<file path="config.mk">
export PLATFORM = sky130hd
export DESIGN_NAME = gctl_core
export DESIGN_NICKNAME = d
export VERILOG_FILES = /design/src/sv/gctl_pkg.sv /design/src/sv/gctl_core.sv
export SDC_FILE = /design/constraint.sdc
export NUM_CORES = 1
export LEC_CHECK = 0
export ABC_AREA = 1
export BUFFER_PORTS_ARGS = -buffer_cell sky130_fd_sc_hd__buf_2
export CAP_MARGIN = 20
export CORE_MARGIN = 8
export CORE_UTILIZATION = 40
export CTS_BUF_LIST = sky130_fd_sc_hd__clkbuf_16
export DETAILED_ROUTE_END_ITERATION = 8
export HOLD_SLACK_MARGIN = 0.1
export PLACE_DENSITY = 0.61
export SLEW_MARGIN = 5
export SYNTH_ARGS = -nofsm -noshare
export SYNTH_HDL_FRONTEND = slang
export SYNTH_SLANG_ARGS = --single-unit
</file>
<file path="constraint.sdc">
create_clock -name i_clk -period 4.2 [get_ports i_clk]
set_input_delay 0.42 -clock i_clk [delete_from_list [all_inputs] [get_ports i_clk]]
set_output_delay 0.42 -clock i_clk [all_outputs]
set_load 0.1 [all_outputs]
</file>
<file path="src/sv/gctl_pkg.sv">
// Package for the gamma curve with linear toe: widths, latencies, register
// codes, the coefficient struct and the constant factors of the exp2 chain.
// No dependencies.
`default_nettype none

package gctl_pkg;

    // Sample and coefficient formats
    localparam int SAMPLE_BITS     = 16;
    localparam int COEFF_FRAC_BITS = 16;

    // Register widths
    localparam int THR_W      = 17;
    localparam int SLOPE_W    = 24;
    localparam int SCALE_W    = 18;
    localparam int OFFSET_W   = 17;
    localparam int EXPO_W     = 18;
    localparam int CFG_DATA_W = 24;
    localparam int CFG_IDX_W  = 3;

    // Power path widths
    localparam int FRAC_W  = 30;                       // log2 fraction bits
    localparam int MANT_W  = FRAC_W + 1;               // Q1.30 mantissa
    localparam int V_W     = SCALE_W + SAMPLE_BITS + 1; // signed base
    localparam int U_W     = V_W - 1;
    localparam int P_W     = $clog2(U_W);
    localparam int FB      = COEFF_FRAC_BITS + SAMPLE_BITS;
    localparam int IP_W    = P_W + 2;                  // signed integer part of log2
    localparam int PA_W    = FRAC_W + EXPO_W;
    localparam int PB_W    = IP_W + EXPO_W + 1;
    localparam int Y_W     = PB_W + FRAC_W + 1;
    localparam int N_W     = Y_W - FRAC_W - COEFF_FRAC_BITS;
    localparam int NS_W    = 6;                        // shift count kept after range check
    localparam int N_LIMIT = 40;
    localparam int R_W     = 32;                       // Q1.31 product
    localparam int SH_W    = 7;

    // Pipeline depth
    localparam int LOG_STEPS = FRAC_W;
    localparam int EXP_STEPS = FRAC_W;
    localparam int LOG_LAT   = LOG_STEPS + 2;
    localparam int MUL_LAT   = 2;
    localparam int EXP_LAT   = EXP_STEPS + 1;
    localparam int DLY       = LOG_LAT + MUL_LAT + EXP_LAT;
    localparam int LANE_LAT  = DLY + 2;

    // Register indexes
    typedef enum logic [CFG_IDX_W-1:0] {
        CFG_THRESHOLD = 3'd0,
        CFG_SLOPE     = 3'd1,
        CFG_SCALE     = 3'd2,
        CFG_OFFSET    = 3'd3,
        CFG_EXPONENT  = 3'd4
    } t_cfg_index;

    typedef struct packed {
        logic [THR_W-1:0]           thr;
        logic [SLOPE_W-1:0]         slope;
        logic [SCALE_W-1:0]         scale;
        logic signed [OFFSET_W-1:0] offset;
        logic [EXPO_W-1:0]          expo;
    } t_curve_cfg;

    // Factor 2^-(2^-idx) in Q1.31 by repeated truncating square roots from 0.5
    function automatic logic [MANT_W-1:0] exp_factor(input int idx);
        logic [63:0] c;
        logic [63:0] x;
        logic [63:0] r;
        logic [63:0] b;
        c = 64'd1 << 30;
        for (int i = 1; i <= idx; i++) begin
            x = c << 31;
            r = '0;
            b = 64'd1 << 62;
            for (int j = 0; j < 32; j++) begin
                if (b > x) begin
                    b = b >> 2;
                end
            end
            for (int j = 0; j < 32; j++) begin
                if (b != 0) begin
                    if (x >= r + b) begin
                        x = x - (r + b);
                        r = (r >> 1) + b;
                    end else begin
                        r = r >> 1;
                    end
                    b = b >> 2;
                end
            end
            c = r;
        end
        return c[MANT_W-1:0];
    endfunction

endpackage

`default_nettype wire

</file>
<file path="src/sv/gctl_core.sv">
// Request counter of the pipeline, used by the top level for occupancy checks.
// Depends on gctl_pkg.
`default_nettype none

module gctl_core (
    input  wire logic                                  i_clk,
    input  wire logic                                  i_rst_n,
    input  wire logic                                  i_en,
    input  wire logic                                  i_in,
    output logic [$clog2(gctl_pkg::LANE_LAT+1)-1:0]    o_count
);

    localparam int CW = $clog2(gctl_pkg::LANE_LAT + 1);

    logic [gctl_pkg::LANE_LAT-1:0] r_v;
    logic [CW-1:0]                 r_count;

    // Valid bits of the pipeline and their count
    always_ff @(posedge i_clk) begin
        if (!i_rst_n) begin
            r_v     <= '0;
            r_count <= '0;
        end else if (i_en) begin
            r_v     <= {r_v[gctl_pkg::LANE_LAT-2:0], i_in};
            r_count <= r_count + CW'(i_in) - CW'(r_v[gctl_pkg::LANE_LAT-1]);
        end
    end

    assign o_count = r_count;

endmodule

`default_nettype wire
</file>
== Yosys cells after proc, flatten, opt, wreduce, memory -nomap -nowiden ==
Index checks and enable logic that the tools add are counted.
Widths: inputs -> output; s select.

* Register bits: 74
* Latch bits: 0
* RAM bits: 0
* ROM bits: 0
* Logic and storage cells: 4
* Memories kept: 0

* $add $sub $neg: 2
* $mul: 0
* Divide/modulo/power cells: 0
* $lt $le $gt $ge: 0
* Equality and inequality tests: 0
* Shift-type cells: 0
* Mux-type cells: 0
* Bitwise gates (word level): 0
* Reduce and logical (&&, ||, !) cells: 0

{| class="wikitable"
|+ Operators by type and width
! kind !! number
|-
| $add 7x1->7 || 1
|-
| $sub 7x1->7 || 1
|}

== Logic depth before layout (Yosys ltp) ==
Gate-level depths: netlist of the first run.

* Depth in word-level cells: 2
* Depth in mapped cells: 14

== Worst setup path after synthesis of the first run ==
Ideal clock, no wire load.

* Kind: register to register
* Start: register r_count[0] (netlist: o_count[0])
* End: register r_count[4] (netlist: o_count[4])
* Data arrival time: 2.578 ns
* Path slack: 1.566 ns
* Cell stages (with the launch flop): 15
* Buffers on the path: 0
* Clock period less this slack: 2.634 ns
* Path through: dfxtp_1 > inv_1 > ha_1 > inv_1 > ha_1 > inv_1 > fa_1 > inv_1 > nand2_1 > nand2_1 > nand2_1 > or2_1 > nand3_1 > nand2_1 > inv_1

* Longest elaborated chain between the ends: 2

{| class="wikitable"
|+ RTL lines
! what !! RTL line !! source
|-
| start: declaration || gctl_core.sv:16 || <nowiki>logic [CW-1:0] r_count;</nowiki>
|-
| start signal: assignment || gctl_core.sv:25 || <nowiki>r_count <= r_count + CW'(i_in) - CW'(r_v[gctl_pkg::LANE_LAT-1]);</nowiki>
|-
| $add 7x1->7 || gctl_core.sv:25 ||
|-
| $sub 7x1->7 || gctl_core.sv:25 ||
|}

Every way passes these cells.
A chain may end at the register's enable or synchronous reset.

== Worst setup path after layout of the first run ==
Same ends and word-level chain as after synthesis.

==> results of run 1 <==
[flip-flops by register name, summed over array words and instances, names as in the netlist]
register	cells
r_v	67
o_count	7
[cell usage in the layout (no fill, tap or decap)]
cell type and count:
clkinv_1 2, nand3_1 8, a21oi_2 1, nand3b_1 1
buf_2 10, fa_1 1, clkbuf_16 9, inv_1 20
or2_1 2, nand2_1 12, inv_4 1, o211ai_1 1
o21ai_0 72, bufinv_16 2, ha_1 7, dfxtp_1 74
nor2_1 140, buf_4 1, a21oi_1 8, xnor2_1 2
[power by group through the flow]
| stage | Combinational [mW] | Clock [mW] | Sequential (mW) |
|---|---|---|---|
| CTS | 0.263 | 0.792 | 0.778 |
| floorplan | 0.162 | 0 | 0.853 |
| global route | 0.298 | 0.822 | 0.784 |
| finish | 0.260 | 0.771 | 0.778 |
| global placement | 0.260 | 0 | 0.791 |
| detailed placement | 0.262 | 0 | 0.793 |
[critical path: stages, from the launching register on]
cell and delay (ns):
dfxtp_1 0.33, inv_1 0.06, ha_1 0.28, inv_1 0.06
ha_1 0.17, inv_1 0.06, fa_1 0.39, inv_1 0.07
nand2_1 0.04, nand2_1 0.07, nand2_1 0.06, or2_1 0.20
nand3_1 0.06, nand2_1 0.05, inv_1 0.04
[synthesized netlist by cell type, drive strengths merged]
master	count	area (sq um)
clkbuf	13	51.3
buf	10	65.1
a21oi	9	48.8
dfxtp	74	1480
nand3	8	40.0
nor2	140	526
o211ai	1	7.51
ha	7	87.6
nand2	12	45.0
or2	2	12.5
inv	19	73.8
o21ai	72	360
xnor2	2	17.5
nand3b	1	7.51
fa	1	20.0
[per-layer routing]
layer | up-vias | wire, microns
li1 | 1179 | -
met1 | 973 | 2520
met2 | 20 | 2160
met3 | 6 | 170
met4 | 0 | 51
met5 | - | 0
[logic make-up after synthesis]
group                      share of synthesized area
DFF                                            0.521
xor gates and xnor gates                     0.00616
AOI/OAI and AO/OA                              0.147
adders and majority gates                     0.0378
and+or+nand+nor                                0.222
buffers and inverters                         0.0669
[worst paths after layout]
path	from	endpoint	slack, ns	depth (start not counted)
setup / recovery	o_count[0]	o_count[4]	2.19	14
hold / removal	i_in	r_v[0]	0.36	3
setup reg to reg	o_count[0]	o_count[4]	2.19	14
hold reg to reg	r_v[61]	r_v[62]	0.47	2
[layout make-up]
| cell class | instances | area, sq um | share of cell area |
|---|---|---|---|
| multi-input combinational | 255 | 1170 | 0.366 |
| timing repair buffer | 11 | 57.6 | 0.0180 |
| clock buffer | 9 | 225 | 0.0703 |
| tap | 96 | 120 | 0.0375 |
| inverter | 19 | 73.8 | 0.0230 |
| clock inverter | 6 | 75.1 | 0.0234 |
| sequential | 74 | 1480 | 0.462 |
[metrics by stage]
stage / instance area [sq um] / util
floorplan: 2840 / -
global placement: 2910 / 0.425
detailed placement: 2910 / 0.425
CTS: 3210 / 0.469
global route: 3210 / 0.469
finish: 3210 / 0.469
==> impl_metrics.toml, run 1 <==
[logic_synthesis]
ys.warnings.count = 0
ys_seq_area_frac = 0.521
syn_inst = 371
synth.avg_cell_area_sq_um = 7.67
ys_ff_latch = 74
syn_area_sq_mm = 0.00284
syn-num-nets = 383
synth_cell_types = 20

[final_layout]
layoutNonFillerInstCount = 470
n_antenna_cell = 0
nFillCells = 704
nets = 382
area_growth_pct = 12.7
final_layout_size_suffix_gt1_frac = 0.0642

[hold_path]
hold_class = "primary input to flop"

[floorplanning]
die_w_microns = 100
row_count = 30
die_h_microns = 100
core_sq_mm = 0.00683
fp.dieArea_sq_mm = 0.0101
start_util = 0.416
io_pins = 11

[power]
clockPowerShare = 0.426
netSwitchingFraction = 0.260
p_seq_frac = 0.430
comb_power_share = 0.144
p_leak_nw = 1.42
total_power_mw = 1.81
p_sw_uw = 470
intPower_mw = 1.34
ir_worst_vdd_mv = 0.293
power_density_mw_per_mm2 = 564

[timing]
finalHoldViolations = 0
min_period_ns = 2.01
fin_crit_sh = 0.479
max_freq_mhz = 497
setup_viol = 0
tightest_slew_ns = 1.00
rsz0062_at_grt = "no"
whs_ns = 0.362
skew_ns = 0.00515
setup_tns_ns = 0
setup_slack_ns = 2.19
final-max-slew-violation-count = 0
relSlewSlack = 0.332

[clock_tree]
cts-buffers-inserted = 9
clkLatencyLatePin_ns = 0.32
max-clock-path-buffers = 2
clkTransAtPathRegs_ns = 0.05
clockRootBuffer = "clkbuf_16"
cts_tree = "yes"
cts.sinks = 74
cts_resized = 0
cts_setup_buffers = 0
hold_buffers = 0
htreeDepth = 3

[place]
dpl.cell_count = 455
pre_cts_ws_ns = 2.17
port_buffers = 10
place.gp.congestion = 0.754
hpwlAfterDp_mm = 2.63

[critical_path]
path_class = "flop to flop"
critPathRequiredTime_ns = 4.47
worstPathMaxFanout = 3
start_kind = "flop"
cp-end-kind = "flop"
arrival_ns = 2.28

[route]
drcViolationCount = 0
drtAntennaViolNets = 0
vias = 2178
drt-total-wl_mm = 4.90
firstDrtPassIters = 4
vias_per_cell = 4.63
first_iter_violations = 159
wl_per_cell_microns = 10.4

[grt]
grt_pass1_wl_mm = 8.78
top_usage_layer = "met2"
gr-total-overflow = 0
grt_max_degree = 77
grt_use_met1 = 0.125
groute.usage.overall = 0.106
antenna_found_initial = 0
use_met3 = 0.0436
grt_pass1_vias = 2063
use_met2 = 0.168

[status]
status = "finished clean"

[flow_run]
maxCapViolCount = 0
(Power assumes the default switching activity.)
==> run 2: changes to the inputs <==
- ABC_AREA: 1 -> 0
- PLACE_DENSITY: 0.61 -> 0.63
- clock period: 4.2 -> 1.8 ns (I/O delays scaled with it)
==> run 2 against run 1 <==
Synthesized cell count fell by 23%. The run now ends with negative setup slack left. Clock power rose by 140%. Setup slack worse by 2.2 ns. Power up 130%. Wire length decreased by 6.1%. Register-to-register slack got worse by 2.2 ns.
==> impl_metrics.toml, run 2 <==
[status]
status = "complete, but fails checks"
violations = "negative setup slack"

[floorplanning]
die_w_microns = 104
row_count = 32
core_sq_mm = 0.00757
start_util = 0.405
fp.dieArea_sq_mm = 0.0107
die_h_microns = 104
io_pins = 11

[logic_synthesis]
syn-num-nets = 296
synth-edff-count = 0
ys.flop_type = "dfxtp_1"
ys_ff_latch = 74
synth_cell_types = 31
ys.warnings.count = 0
synth_common_cells = "dfxtp_1, mux2i_1, nor2b_1"
synth.avg_cell_area_sq_um = 10.8
syn_area_sq_mm = 0.00306
async_flop_share = 0
synth_most_common_cell = "dfxtp_1"
netlist.area_leader.share = 0.483
synthTopCellsByArea = "dfxtp_1, mux2i_1, nor2b_1"
ys_seq_area_frac = 0.483
yosys.area.top_type = "dfxtp_1"
syn_inst = 284

[route]
drt-total-wl_mm = 4.60
first_iter_violations = 62
wl_met2_mm = 1.90
wl_met1_mm = 2.42
drcViolationCount = 0
wl_per_cell_microns = 11.4
top_layer = "met4"
vias = 1853
vias_per_cell = 4.61
drtAntennaViolNets = 0
firstDrtPassIters = 4
wl_met3_microns = 208

[final_layout]
nets = 307
final_layout_size_suffix_gt1_frac = 0.153
area_growth_pct = 16.9
fin_util = 0.473
largest_reg_flops = 67
top_register = "r_v"
final_cell_mix = "mux2i_1, nor2b_1, dfxtp_1"
n_antenna_cell = 0

[timing]
min_period_ns = 1.86
max_freq_mhz = 539
rsz0062_at_grt = "yes"
fin_crit_sh = 1.03
finalHoldViolations = 0
setup_tns_ns = -0.0590
setup_slack_ns = -0.0563
tightest_slew_ns = 0.532
skew_ns = 0.00489
whs_ns = 0.174
relSlewSlack = 0.645
final-max-slew-violation-count = 0
setup_viol = 2

[grt]
grt_max_degree = 38
antenna_found_initial = 0
grt_pass1_vias = 1786
groute.usage.overall = 0.0935
grt_pass1_wl_mm = 8.31
gr-total-overflow = 0

[critical_path]
arrival_ns = 2.07
rr_startpoint = "o_count[0]"
r2r_cells = 10
path_class = "flop to flop"
reg2reg_to = "o_count[4]"
rrSetupSlack_ns = -0.06
crit_end = "o_count[4]"
start_kind = "flop"
worstPathMaxFanout = 4
critPathRequiredTime_ns = 2.02
startpoint = "o_count[0]"
cp-end-kind = "flop"

[flow_run]
maxCapViolCount = 0

[hold_path]
hold_start = "i_in"
hold_class = "primary input to flop"

[clock_tree]
clkTransAtPathRegs_ns = 0.06
max-clock-path-buffers = 2
cts-buffers-inserted = 9
clkLatencyLatePin_ns = 0.33
cts.sinks = 74
clockRootBuffer = "clkbuf_16"
htreeDepth = 3
cts_setup_buffers = 0
cts_tree = "yes"

[power]
ir_worst_vdd_mv = 0.727
intPower_mw = 3.09
comb_power_share = 0.155
p_seq_frac = 0.409
p_sw_mw = 1.10
netSwitchingFraction = 0.263
power_density_mw_per_mm2 = 1170
clockPowerShare = 0.436
p_leak_nw = 1.46

[place]
port_buffers = 10
place.gp.congestion = 0.712
hpwlAfterDp_mm = 2.93
[run 2: cell families (layout without fill, tap and decap cells)]
logic type | count (synthesis) | in the layout | share of synthesized area
and+or+nand+nor | 89 | 89 | 0.174
buffers and inverters | 27 | 43 | 0.0412
adders and majority gates | 8 | 8 | 0.0351
AOI/OAI and AO/OA | 16 | 16 | 0.0384
xor gates and xnor gates | 2 | 2 | 0.00572
muxes | 68 | 68 | 0.222
DFF | 74 | 74 | 0.483
[run 2: power groups by stage]
stage | logic [mW] | registers, mW | clock network (mW)
2_1_floorplan | 0.352 | 1.94 | 0
3_3_place_gp | 0.643 | 1.74 | 0
3_5_place_dp | 0.655 | 1.75 | 0
4_1_cts | 0.655 | 1.71 | 1.89
5_1_grt | 0.702 | 1.71 | 1.96
6_report | 0.650 | 1.71 | 1.83
[run 2: worst min path at each step]
stage	end	slack, ns	cells past startpoint
6_report	r_v[0]	0.17	3
5_1_grt	r_v[0]	0.24	3
4_1_cts	r_v[0]	0.16	3
3_5_place_dp	r_v[0]	0.50	3
3_3_place_gp	r_v[27]	0.50	2
2_1_floorplan	r_v[0]	0.35	2
[run 2: timing repair]
action                                  CTS  global route
hold buffers                              0             0
endpoints found under the setup margin    2             4
pin swaps                                 3             0
gates resized for setup                   1             0
[run 2: critical path, stage by stage, from the launching register on]
cell	delay [ns]
dfxtp_4	0.34
inv_2	0.05
ha_4	0.19
inv_2	0.06
ha_4	0.12
inv_2	0.03
fa_2	0.33
nand2b_4	0.16
a21oi_4	0.15
nor2_1	0.05
a311o_1	0.26
[run 2: cell type report]
cell class | instances | area, sq um
clock buffers | 9 | 225
clock inverters | 7 | 83.8
inverters | 10 | 37.5
flip-flops and latches | 74 | 1490
repair buffers | 17 | 118
well taps | 102 | 128
fillers | 698 | 3990
multi-input cells | 183 | 1500
[run 2: per-stage QoR]
stage	cells	power [mW]	instance area (sq um)	worst slack, ns
3_5_place_dp	386	2.40	3270	-0.116
3_3_place_gp	386	2.39	3270	-0.0937
5_1_grt	402	4.38	3580	-0.140
6_report	402	4.19	3580	-0.0563
2_1_floorplan	284	2.29	3120	-0.296
4_1_cts	402	4.25	3580	-0.0626
[run 2: routing by layer]
metal / vias up / track usage
li1: 984 / -
met1: 841 / 0.119
met2: 20 / 0.129
met3: 8 / 0.0366
met4: 0 / 0.0567
met5: - / 0
